$ cat src/rtl/core/chained_hash_map_top_assert.svh
// assertion macros for the chained hash map top level
// expects clk_i and rst_ni in the scope where a macro is used
`ifndef CHAINED_HASH_MAP_TOP_ASSERT_SVH
`define CHAINED_HASH_MAP_TOP_ASSERT_SVH

// property that must hold at every clock edge out of reset
`define CHM_ASSERT(label, prop) \
  label: assert property (@(posedge clk_i) disable iff (!rst_ni) (prop)) \
    else $error("chained hash map assertion failed");

// antecedent implies consequent in the next cycle
`define CHM_ASSERT_NEXT(label, ante, cons) \
  label: assert property (@(posedge clk_i) disable iff (!rst_ni) (ante) |=> (cons)) \
    else $error("chained hash map assertion failed");

`endif

$ cat src/rtl/core/chm_ram.sv
// generic single write, single read ram with registered read data
// no dependencies
`timescale 1ns / 1ps

module chm_ram #(
  parameter int unsigned WIDTH = 8,
  parameter int unsigned DEPTH = 16
) (
  input  logic                     clk_i,
  input  logic                     we_i,
  input  logic [$clog2(DEPTH)-1:0] waddr_i,
  input  logic [WIDTH-1:0]         wdata_i,
  input  logic [$clog2(DEPTH)-1:0] raddr_i,
  output logic [WIDTH-1:0]         rdata_o
);

  logic [WIDTH-1:0] mem_q [DEPTH];
  logic [WIDTH-1:0] rdata_q;

  always_ff @(posedge clk_i) begin
    if (we_i) begin
      mem_q[waddr_i] <= wdata_i;
    end
    rdata_q <= mem_q[raddr_i];
  end

  assign rdata_o = rdata_q;

endmodule

$ cat config.mk
export PLATFORM = sky130hd
export DESIGN_NAME = chm_ram
export DESIGN_NICKNAME = d
export VERILOG_FILES = /design/src/rtl/core/chained_hash_map_top_assert.svh /design/src/rtl/core/chm_ram.sv
export SDC_FILE = /design/constraint.sdc
export NUM_CORES = 1
export LEC_CHECK = 0
export ABC_AREA = 0
export BUFFER_PORTS_ARGS = -buffer_cell sky130_fd_sc_hd__buf_2
export CAP_MARGIN = 20
export CORE_ASPECT_RATIO = 0.9
export CORE_MARGIN = 2
export CORE_UTILIZATION = 55
export CTS_CLUSTER_DIAMETER = 150
export CTS_CLUSTER_SIZE = 10
export DETAILED_ROUTE_END_ITERATION = 7
export PLACE_DENSITY = 0.77
export SYNTH_ARGS = -nofsm -noshare
export SYNTH_HDL_FRONTEND = slang
export SYNTH_SLANG_ARGS = --single-unit
$ cat constraint.sdc
create_clock -name clk_i -period 4.6 [get_ports clk_i]
set_input_delay 0.92 -clock clk_i [delete_from_list [all_inputs] [get_ports clk_i]]
set_output_delay 0.92 -clock clk_i [all_outputs]
set_load 0.05 [all_outputs]
### Word-level counts from Yosys, hierarchy flattened

Memories as Yosys holds them, arrays and structs flattened. A register that Yosys moved wholly into a read port is not among the register bits.
Index checks and enable logic that the tools add are counted.

* flip-flop bits (word level): 0
* bits in writable memories: 128
* bits of input ports: 18
* output and inout port bits: 8
* logic and storage cells: 3
* memories: 1

* mux-type cells: 2

Memories
* mem_q: words 16, width 8, rd ports 1, clocked after memory_dff 1, write ports 1, RTL line chm_ram.sv:17 `logic [WIDTH-1:0] mem_q [DEPTH];`

Operators with widths (count)
* 1-bit two-way mux: 2

### Depth between registers and ports, before layout

Gate-level depths: netlist of run 1.

* depth after elaboration: 2
* depth in mapped cells: 5

### Least setup slack after synthesis of run 1

No wires, ideal clock.

* path kind: in2reg
* from: input port waddr_i[2]
* to: memory mem_q[0][0], enable pin
* setup time: 0.383 ns
* arrival: 2.030 ns
* required time: 4.217 ns
* setup slack: 2.187 ns
* stages on the path: 2
* buffers on the path: 0
* path through: or3b_2 -> nor3_1

RTL lines
* start, declared: RTL line chm_ram.sv:11 `input logic [$clog2(DEPTH)-1:0] waddr_i,`
* end, declared: RTL line chm_ram.sv:17

Straight into the memory's write port.

### Final worst setup path of run 1

* from: input port waddr_i[2]
* to: memory mem_q[0][4], enable pin

Straight into the memory's write port.

==> run_results.csv, run 1 <==
group,metric,value,unit
detailed_routing,post_route_wl,9.70,mm
detailed_routing,via_per_inst,5.93,
worst_hold_path,min-delay-start,"mem_q[14][3]$_DFFE_PP_",
detailed_routing,post-route-drc-count,0,
clock_network,clock_sinks,136,
power,p_int,2.36,mW
sta,report.final.setup_viol,0,
clock_network,cts.repair_timing.setup_buffer_count,0,
setup_path,worst-path-max-fanout,5,
yosys,synth.lib_cells_used.distinct,19,
clock_network,cts.clk_slew.worst_paths,0.06,ns
place,place.port_buffers,25,
sta,fin_worst_skew,0.00702,ns
global_route,maximum_number_of_pins_on_one_net_before_global_route_repair,33,
sta,slew_headroom,32.6,%
finish,fillerInstances,592,
floorplanning,core.rowCount,33,
yosys,synth.largest_area_cell,"edfxtp_1",
clock_network,clockRootBuffer,"clkbuf_8",
place,post_dp_cell_area,5370,sq um
power,power.switching,0.581,mW
setup_path,timing.rr.start,"mem_q[5][0]$_DFFE_PP_",
yosys,leading_cell_types_by_total_area_after_synthesis,"edfxtp_1, mux4_2, mux4_1",
place,place_hpwl,5.70,mm
global_route,gr-total-overflow,0,
global_route,grtUsageTotal,21.8,%
finish,finish.instance_area,6000,sq um
floorplanning,core_region_area,9130,sq um
yosys,synth_seq_area_share,77.8,%
detailed_routing,first_iter_violations,152,
global_route,grtUsageMet2,35.3,%
yosys,ys_ff_latch,136,
floorplanning,initial_utilization,56.4,%
detailed_routing,final_antenna_net_count,0,
global_route,grt_pass1_wl,15.0,mm
sta,final-hold-violation-count,0,
global_route,grt.met3_usage,5.35,%
sta,maxClockFrequency,475,MHz
setup_path,worst_setup_path_start_kind,"primary input",
place,place.detailed.instances,369,
setup_path,timing.critical_path.required,4.83,ns
clock_network,numCtsBuffers,17,
yosys,syn_area,5150,sq um
yosys,netlist_instances,229,
run_status,outcome,"finished clean",
sta,final_cycle_utilization_of_the_critical_path,45.8,%
setup_path,crit_arrival,2.33,ns
sta,fin_hold_ws,0.675,ns
clock_network,max-clock-path-buffers,2,
power,comb_power_share,5.1,%
sta,finalMaxSlewViolations,0,
global_route,grt_pass1_vias,2535,
finish,layout.cells.non_filler,402,
global_route,antenna_violations_before_repair,0,
power,power.ir.vdd_worst,0.000328,V
sta,final.setup.tns,0,ns
clock_network,cts_tree,"built",
floorplanning,io-pin-count,26,
power,pwr-share-seq,47.5,%
clock_network,h-tree-depth,4,
finish,area_delta_synth_final,16.6,%
power,power.clock.fraction,47.4,%
detailed_routing,drt-pass1-iter-count,4,
detailed_routing,wl_per_cell,24.1,microns
place,gp_congestion,0.732,
clock_network,cts.hold.buffers_added,0,
yosys,syn-num-nets,247,
sta,rsz0062_at_grt,"no",
finish,fin_nets,285,
yosys,post-synth-top-area-fraction,74.7,%
setup_path,worst_setup_end_kind,"register",
sta,clock_period_minus_final_worst_setup_slack,2.11,ns
yosys,ys.warnings.count,0,
detailed_routing,num_vias,2385,
finish,final_layout_size_suffix_gt1_share,27.5,%
floorplanning,die_w,106,microns
global_route,grt_most_used_layer,"met2",
run,total_of_max_cap_violations,0,
sta,max_slew.worst_pin.slew,1.01,ns
setup_path,startpoint,"waddr_i[2]",
yosys,avg_inst_size_synth,22.5,sq um
floorplanning,chipHeight,95.8,microns
worst_hold_path,min_path_type,"reg2reg",
power,static-leakage-power,2.02,nW
global_route,gr-usage-met1,28.7,%
finish,antennaDiodeCount,0,
clock_network,ctsResizeCount,0,
power,power-per-cell-area,490,nW/um^2
setup_path,critical_path_class,"in2reg",
power,swShare,19.8,%
floorplanning,die-area,10100,sq um
clock_network,clkLatencyLatePin,0.52,ns
==> worst paths after layout <==
| path | end | slack [ns] | cells after the start |
|---|---|---|---|
| max | mem_q[0][4]$_DFFE_PP_ | 2.49 | 4 |
| min | rdata_o[3]$_DFF_P_ | 0.67 | 3 |
| max reg2reg | rdata_o[0]$_DFF_P_ | 3.18 | 3 |
| min reg2reg | rdata_o[3]$_DFF_P_ | 0.67 | 3 |
==> layout make-up <==
cell class / instances / area (sq um) / area share, %
clock buffer: 23 / 467 / 7.78
tap: 122 / 153 / 2.54
clock inverter: 9 / 146 / 2.44
multi-input combinational: 83 / 1060 / 17.7
sequential: 136 / 4000 / 66.7
timing repair buffer: 29 / 168 / 2.79
==> state kept, by name, summed over array words and instances (netlist names) <==
signal,flops
rdata_o,8
mem_q,128
==> synthesized netlist by cell type <==
| master | count |
|---|---|
| buf_2 | 3 |
| nor2_1 | 13 |
| or3b_2 | 1 |
| mux4_1 | 14 |
| and2_1 | 1 |
| edfxtp_1 | 128 |
| nand2b_1 | 2 |
| nor3_1 | 4 |
| dfxtp_1 | 8 |
| nor2b_1 | 1 |
| nand3b_1 | 2 |
| mux4_2 | 18 |
| buf_4 | 1 |
| nand2_1 | 9 |
| nand3_1 | 1 |
| a22oi_1 | 16 |
| buf_6 | 3 |
| clkdlybuf4s25_2 | 3 |
| and2b_1 | 1 |
==> worst max-delay path: stages <==
cell and delay, ns:
buf_2 0.12, or3b_2 0.52, nor3_1 0.50, buf_4 0.27
==> placed cells by master (no fill, tap or decap), drive strengths merged, types with 2 or more instances in the layout <==
cell      n
mux4     32
clkbuf   23
edfxtp  128
nand3b    2
dfxtp     8
buf      29
a22oi    16
bufinv    4
nand2b    2
nand2     9
nor3      4
clkinv    4
nor2     13
==> cell families after synthesis <==
family | synth area share [%]
AOI/OAI and AO/OA | 2.33
buffers and inverters | 1.68
DFF | 77.8
and+or+nand+nor | 3.18
muxes | 15.0
==> metrics by stage <==
stage / power, mW / worst slack (ns) / util (%)
final: 2.94 / 2.49 / 65.7
after global routing: 3.02 / 2.38 / 65.7
after global placement: 1.56 / 1.58 / 58.7
after detailed placement: 1.57 / 1.69 / 58.8
after floorplan: 1.52 / 2.19 / -
after CTS: 2.96 / 2.22 / 65.5
==> power by group through the flow <==
stage	Combinational, mW	Clock (mW)	Sequential (mW)
floorplan	0.0703	0	1.45
global placement	0.145	0	1.42
detailed placement	0.149	0	1.42
CTS	0.150	1.41	1.40
global route	0.160	1.46	1.40
finish	0.150	1.39	1.40
==> metal layers <==
layer	routed length, microns	share of wire, %
met1	3900	40
met2	4950	51
met3	618	6.4
met4	231	2.4
met5	0	0
No activity file was read; power rests on OpenSTA's default activity.
==> inputs of run 2 (changes only) <==
- CORE_UTILIZATION: 55 -> 54
- PLACE_DENSITY: 0.77 -> 0.78
- clock period: 4.6 -> 1.7 ns (I/O delays scaled with it)
==> run 2 against run 1 <==
  * Worst hold slack worse by 0.46 ns
  * First-iteration DRC count rose by 42%
  * Critical path depth is 3 lower
  * Register-to-register slack got worse by 2.9 ns
  * Core utilization increased by 0.84 points
  * Clock power rose by 150%
  * Global-route usage fell by 0.50 points
  * Clock-buffer cell count decreased by 5
  * Critical endpoint is now rdata_o[6]
==> run_results.csv, run 2 (synthesized netlist as in run 1, its figures left out) <==
group,metric,value,unit
worst_hold_path,min_path_type,"in2reg",
setup_path,timing.rr.start,"mem_q[1][3]$_DFFE_PP_",
clock_network,numCtsBuffers,17,
setup_path,critical_path_class,"reg2out",
floorplanning,core_region_area,9210,sq um
finish,fillerInstances,576,
power,power.clock.fraction,45.2,%
setup_path,timing.critical_path.slowest_cell_delay,0.38,ns
floorplanning,initial_utilization,55.9,%
detailed_routing,wl_per_cell,23.9,microns
sta,rsz0062_at_grt,"no",
sta,clock_period_minus_final_worst_setup_slack,1.52,ns
power,power-per-cell-area,1250,nW/um^2
clock_network,cts.clk_slew.worst_paths,0.06,ns
power,comb_power_share,5.7,%
global_route,grt_pass1_vias,2644,
place,gp_congestion,0.757,
sta,fin_hold_ws,0.216,ns
power,p_int,6.00,mW
floorplanning,io-pin-count,26,
power,power.ir.vdd_worst,0.000670,V
clock_network,max-clock-path-buffers,2,
sta,report.final.setup_viol,0,
place,place.port_buffers,25,
setup_path,worst_setup_end_kind,"output pin",
sta,max_slew.worst_pin.slew,0.768,ns
finish,fin_nets,305,
sta,fin_worst_skew,0.00784,ns
clock_network,ctsResizeCount,0,
global_route,antenna_violations_before_repair,0,
worst_hold_path,worst_hold_path_endpoint,"mem_q[7][5]$_DFFE_PP_",
detailed_routing,post_route_wl,10.1,mm
sta,slew_headroom,48.6,%
global_route,gr-total-overflow,0,
setup_path,worst-path-max-fanout,1,
finish,layout.cells.most_common,"edfxtp_1",
setup_path,worst_path_dominant_cell_family,"flip-flops",
power,pwr-share-seq,49.2,%
sta,finalMaxSlewViolations,0,
finish,flip_flop_count_of_the_largest_register_all_copies_and_words_added,128,
setup_path,worstPathCellList,"buf_2",
detailed_routing,num_vias,2510,
clock_network,clkLatencyLatePin,0.51,ns
clock_network,cts.repair_timing.setup_buffer_count,0,
place,place.detailed.instances,390,
sta,final-hold-violation-count,0,
global_route,grt_pass1_wl,15.4,mm
global_route,maximum_number_of_pins_on_one_net_before_global_route_repair,33,
sta,maxClockFrequency,660,MHz
finish,area_delta_synth_final,19.1,%
setup_path,worst_path_max_delay_cell,"dfxtp_1",
floorplanning,core.rowCount,33,
worst_hold_path,holdPathStages,1,
detailed_routing,first_iter_violations,216,
finish,final_cell_mix,"edfxtp_1, buf_2, buf_4",
run_status,outcome,"finished clean",
setup_path,worst_setup_path_start_kind,"register",
floorplanning,die_w,107,microns
clock_network,cts.hold.buffers_added,0,
setup_path,crit_arrival,1.18,ns
run,total_of_max_cap_violations,0,
setup_path,path_buf_inv,1,
detailed_routing,post-route-drc-count,0,
worst_hold_path,min-delay-start,"wdata_i[5]",
floorplanning,chipHeight,96.6,microns
setup_path,regToRegSetupSlack,0.25,ns
clock_network,clock_sinks,136,
finish,antennaDiodeCount,0,
sta,final_cycle_utilization_of_the_critical_path,89.1,%
clock_network,cts_tree,"built",
setup_path,worst_r2r_path_depth,3,
floorplanning,die-area,10300,sq um
finish,layout.cells.non_filler,422,
global_route,grtUsageTotal,21.3,%
place,place_hpwl,6.18,mm
power,static-leakage-power,2.09,nW
power,swShare,21.8,%
finish,final_layout_size_suffix_gt1_share,33.3,%
sta,final.setup.tns,0,ns
detailed_routing,drt-pass1-iter-count,4,
sta,fin_ws,0.185,ns
power,power.switching,1.68,mW
place,dpl_worst_slack,-0.142,ns
setup_path,worstReg2RegEnd,"rdata_o[3]$_DFF_P_",
finish,largest-register,"mem_q",
setup_path,timing.critical_path.required,1.36,ns
detailed_routing,via_per_inst,5.95,
clock_network,clockRootBuffer,"clkbuf_8",
clock_network,h-tree-depth,4,
detailed_routing,final_antenna_net_count,0,
-- run 2: cell count changes in the layout (fill, tap and decap cells not counted), sizes merged --
cell	change
buf	+20
bufinv	-2
clkbuf	-5
clkinv	-2
clkinvlp	+7
inv	+2
-- run 2: per-stage QoR --
stage               utilization (%)  cell area [sq um]  power (mW)
finish                         66.6               6130        7.68
global route                   66.6               6130        7.90
CTS                            66.6               6130        7.72
detailed placement             60.4               5560        4.28
global placement               60.4               5560        4.26
floorplan                         -               5150        4.10
-- run 2: per-layer routing --
metal	vias to the layer above	part of all wire, %	track usage (%)
met5	-	0	0
met4	0	1.0	7.99
met3	8	6.8	5.86
met2	94	50	33.0
met1	1321	42	29.2
li1	1087	-	-
-- run 2: worst max path at each step --
stage	to	slack, ns	depth (start not counted)	start
global placement	rdata_o[4]$_DFF_P_	-0.11	6	raddr_i[0]
detailed placement	rdata_o[4]$_DFF_P_	-0.14	6	raddr_i[0]
finish	rdata_o[6]	0.18	1	rdata_o[6]$_DFF_P_
CTS	rdata_o[6]	0.16	1	rdata_o[6]$_DFF_P_
global route	rdata_o[6]	0.14	1	rdata_o[6]$_DFF_P_
floorplan	mem_q[3][0]$_DFFE_PP_	0.09	2	waddr_i[2]
-- run 2: area by class of cell --
class / count / area (sq um) / share of cell area (%)
timing repair buffer: 49 / 343 / 5.59
sequential: 136 / 4000 / 65.3
tap: 122 / 153 / 2.49
clock inverter: 14 / 151 / 2.47
clock buffer: 18 / 418 / 6.82
multi-input combinational: 83 / 1060 / 17.3
-- run 2: power by group through the flow --
stage / combinational, mW / sequential [mW] / clock [mW]
after floorplan: 0.191 / 3.91 / 0
after global placement: 0.422 / 3.84 / 0
after detailed placement: 0.434 / 3.85 / 0
after CTS: 0.440 / 3.78 / 3.51
after global routing: 0.465 / 3.78 / 3.66
final: 0.436 / 3.77 / 3.47
==> inputs of run 3 (changes only) <==
- CORE_UTILIZATION: 54 -> 50
- CTS_CLUSTER_SIZE: 10 -> 40
- PLACE_DENSITY: 0.78 -> 0.74
- SETUP_SLACK_MARGIN: unset -> 0.02
==> run 3 against run 2 <==
  * Clock skew hardly changed
  * Total power is 3.4% lower
  * Non-clock buffer count is 2 lower
  * Critical path depth is 2 higher
  * Critical endpoint is now rdata_o[6]$_DFF_P_
  * Clock-buffer cell count stayed put
  * Register-to-register slack better by 0.05 ns
  * Die area up 7.7%
==> run_results.csv, run 3 (synthesized netlist as in run 1, its figures left out) <==
group,metric,value,unit
finish,antennaDiodeCount,0,
sta,rsz0062_at_grt,"no",
run,total_of_max_cap_violations,0,
setup_path,worst_path_max_delay_cell,"mux4_2",
finish,fin_nets,303,
floorplanning,io-pin-count,26,
clock_network,clkLatencyLatePin,0.41,ns
setup_path,worst_setup_path_start_kind,"register",
sta,clock_period_minus_final_worst_setup_slack,1.40,ns
finish,finalCoreUtilization,60.0,%
power,power.ir.vdd_worst,0.000757,V
finish,largest-register,"mem_q",
sta,fin_worst_skew,0.00735,ns
power,fin_total_pwr,7.42,mW
detailed_routing,via_per_inst,5.70,
floorplanning,chipHeight,100,microns
worst_hold_path,min_path_type,"in2reg",
floorplanning,die_w,111,microns
global_route,antenna_violations_before_repair,0,
clock_network,numCtsBuffers,17,
clock_network,ctsResizeCount,0,
global_route,maximum_number_of_pins_on_one_net_before_global_route_repair,33,
detailed_routing,post_route_wl,9.51,mm
sta,slew_headroom,45.4,%
setup_path,worst-path-max-fanout,1,
global_route,gr-total-overflow,0,
detailed_routing,post-route-drc-count,0,
sta,maxClockFrequency,713,MHz
finish,final_layout_size_suffix_gt1_share,32.2,%
setup_path,path_buf_inv,0,
finish,fillerInstances,699,
sta,max_slew.worst_pin.slew,0.818,ns
clock_network,cts_tree,"built",
sta,final-hold-violation-count,0,
clock_network,cts.hold.buffers_added,0,
detailed_routing,first_iter_violations,225,
detailed_routing,wl_per_cell,22.3,microns
finish,flip_flop_count_of_the_largest_register_all_copies_and_words_added,128,
detailed_routing,drt-pass1-iter-count,4,
finish,final_cell_mix,"edfxtp_1, buf_2, buf_4",
global_route,grtUsageTotal,18.7,%
clock_network,h-tree-depth,4,
finish,layout.cells.most_common,"edfxtp_1",
place,place_hpwl,6.00,mm
global_route,grt_pass1_vias,2515,
setup_path,timing.critical_path.required,1.97,ns
detailed_routing,final_antenna_net_count,0,
clock_network,clock_sinks,136,
run_status,outcome,"finished clean",
setup_path,worst_path_dominant_cell_family,"multiplexers",
floorplanning,core.rowCount,35,
clock_network,clockRootBuffer,"clkbuf_16",
floorplanning,initial_utilization,50.9,%
finish,area_delta_synth_final,18.0,%
place,post_dp_cell_area,5540,sq um
setup_path,crit_arrival,1.67,ns
clock_network,cts.repair_timing.setup_buffer_count,0,
power,static-leakage-power,2.06,nW
sta,finalMaxSlewViolations,0,
sta,report.final.setup_viol,0,
setup_path,worst_setup_end_kind,"register",
sta,final_cycle_utilization_of_the_critical_path,82.5,%
global_route,grt_pass1_wl,14.6,mm
finish,finish.instance_area,6070,sq um
setup_path,critical_path_class,"reg2reg",
place,place.port_buffers,25,
floorplanning,core_region_area,10100,sq um
clock_network,cts.clk_slew.worst_paths,0.06,ns
detailed_routing,num_vias,2433,
clock_network,max-clock-path-buffers,2,
place,gp_congestion,0.738,
setup_path,worstPathCellList,"mux4_2 > a22oi_1 > nand2_1",
floorplanning,die-area,11100,sq um
power,power-per-cell-area,1220,nW/um^2
setup_path,timing.critical_path.slowest_cell_delay,0.47,ns
[run 3: changes by cell type in the layout (fill, tap and decap cells not counted), moves of 2 or more]
cell	before	now
bufinv_16	2	0
clkinv_4	1	3
clkinvlp_4	8	5
clkinv_1	0	2
[run 3: area by class of cell]
type,count,area (sq um),share of cell area (%)
flip-flops and latches,136,4000,65.9
multi-input cells,83,1060,17.5
clock buffers,18,429,7.06
repair buffers,47,315,5.19
well taps,129,161,2.66
clock inverters,14,103,1.69
[run 3: worst paths after layout]
check	start	endpoint	slack [ns]	cells after the start
worst min register to register	mem_q[6][2]$_DFFE_PP_	rdata_o[2]$_DFF_P_	0.66	3
worst min-delay path	wdata_i[4]	mem_q[15][4]$_DFFE_PP_	0.31	1
worst max register to register	mem_q[2][6]$_DFFE_PP_	rdata_o[6]$_DFF_P_	0.30	3
worst max-delay path	mem_q[2][6]$_DFFE_PP_	rdata_o[6]$_DFF_P_	0.30	3
[run 3: report_power, final]
part	total [mW]	internal, mW	leakage, nW	switching (mW)
Sequential	3.77	3.75	1.22	0.0229
Clock	3.23	1.87	0.244	1.36
Combinational	0.420	0.156	0.596	0.264
Total	7.42	5.77	2.06	1.65
[run 3: routing by layer]
| layer | share of wire, % | vias up | track usage [%] | wire [microns] |
|---|---|---|---|---|
| met5 | 0 | - | 0 | 0 |
| met4 | 1.5 | 0 | 8.27 | 141 |
| met3 | 7.1 | 9 | 5.68 | 671 |
| met2 | 49 | 91 | 29.2 | 4680 |
| met1 | 42 | 1244 | 24.7 | 4020 |
| li1 | - | 1089 | - | - |
[run 3: stage by stage]
stage / TNS (ns) / hold WS [ns] / cells / setup slack (ns)
after floorplan: 0 / 0.439 / 229 / 0.0939
after global placement: -0.153 / 0.649 / 395 / -0.0692
after detailed placement: -0.263 / 0.645 / 395 / -0.0941
after CTS: 0 / 0.298 / 427 / 0.279
after global routing: 0 / 0.310 / 427 / 0.270
final: 0 / 0.314 / 427 / 0.298
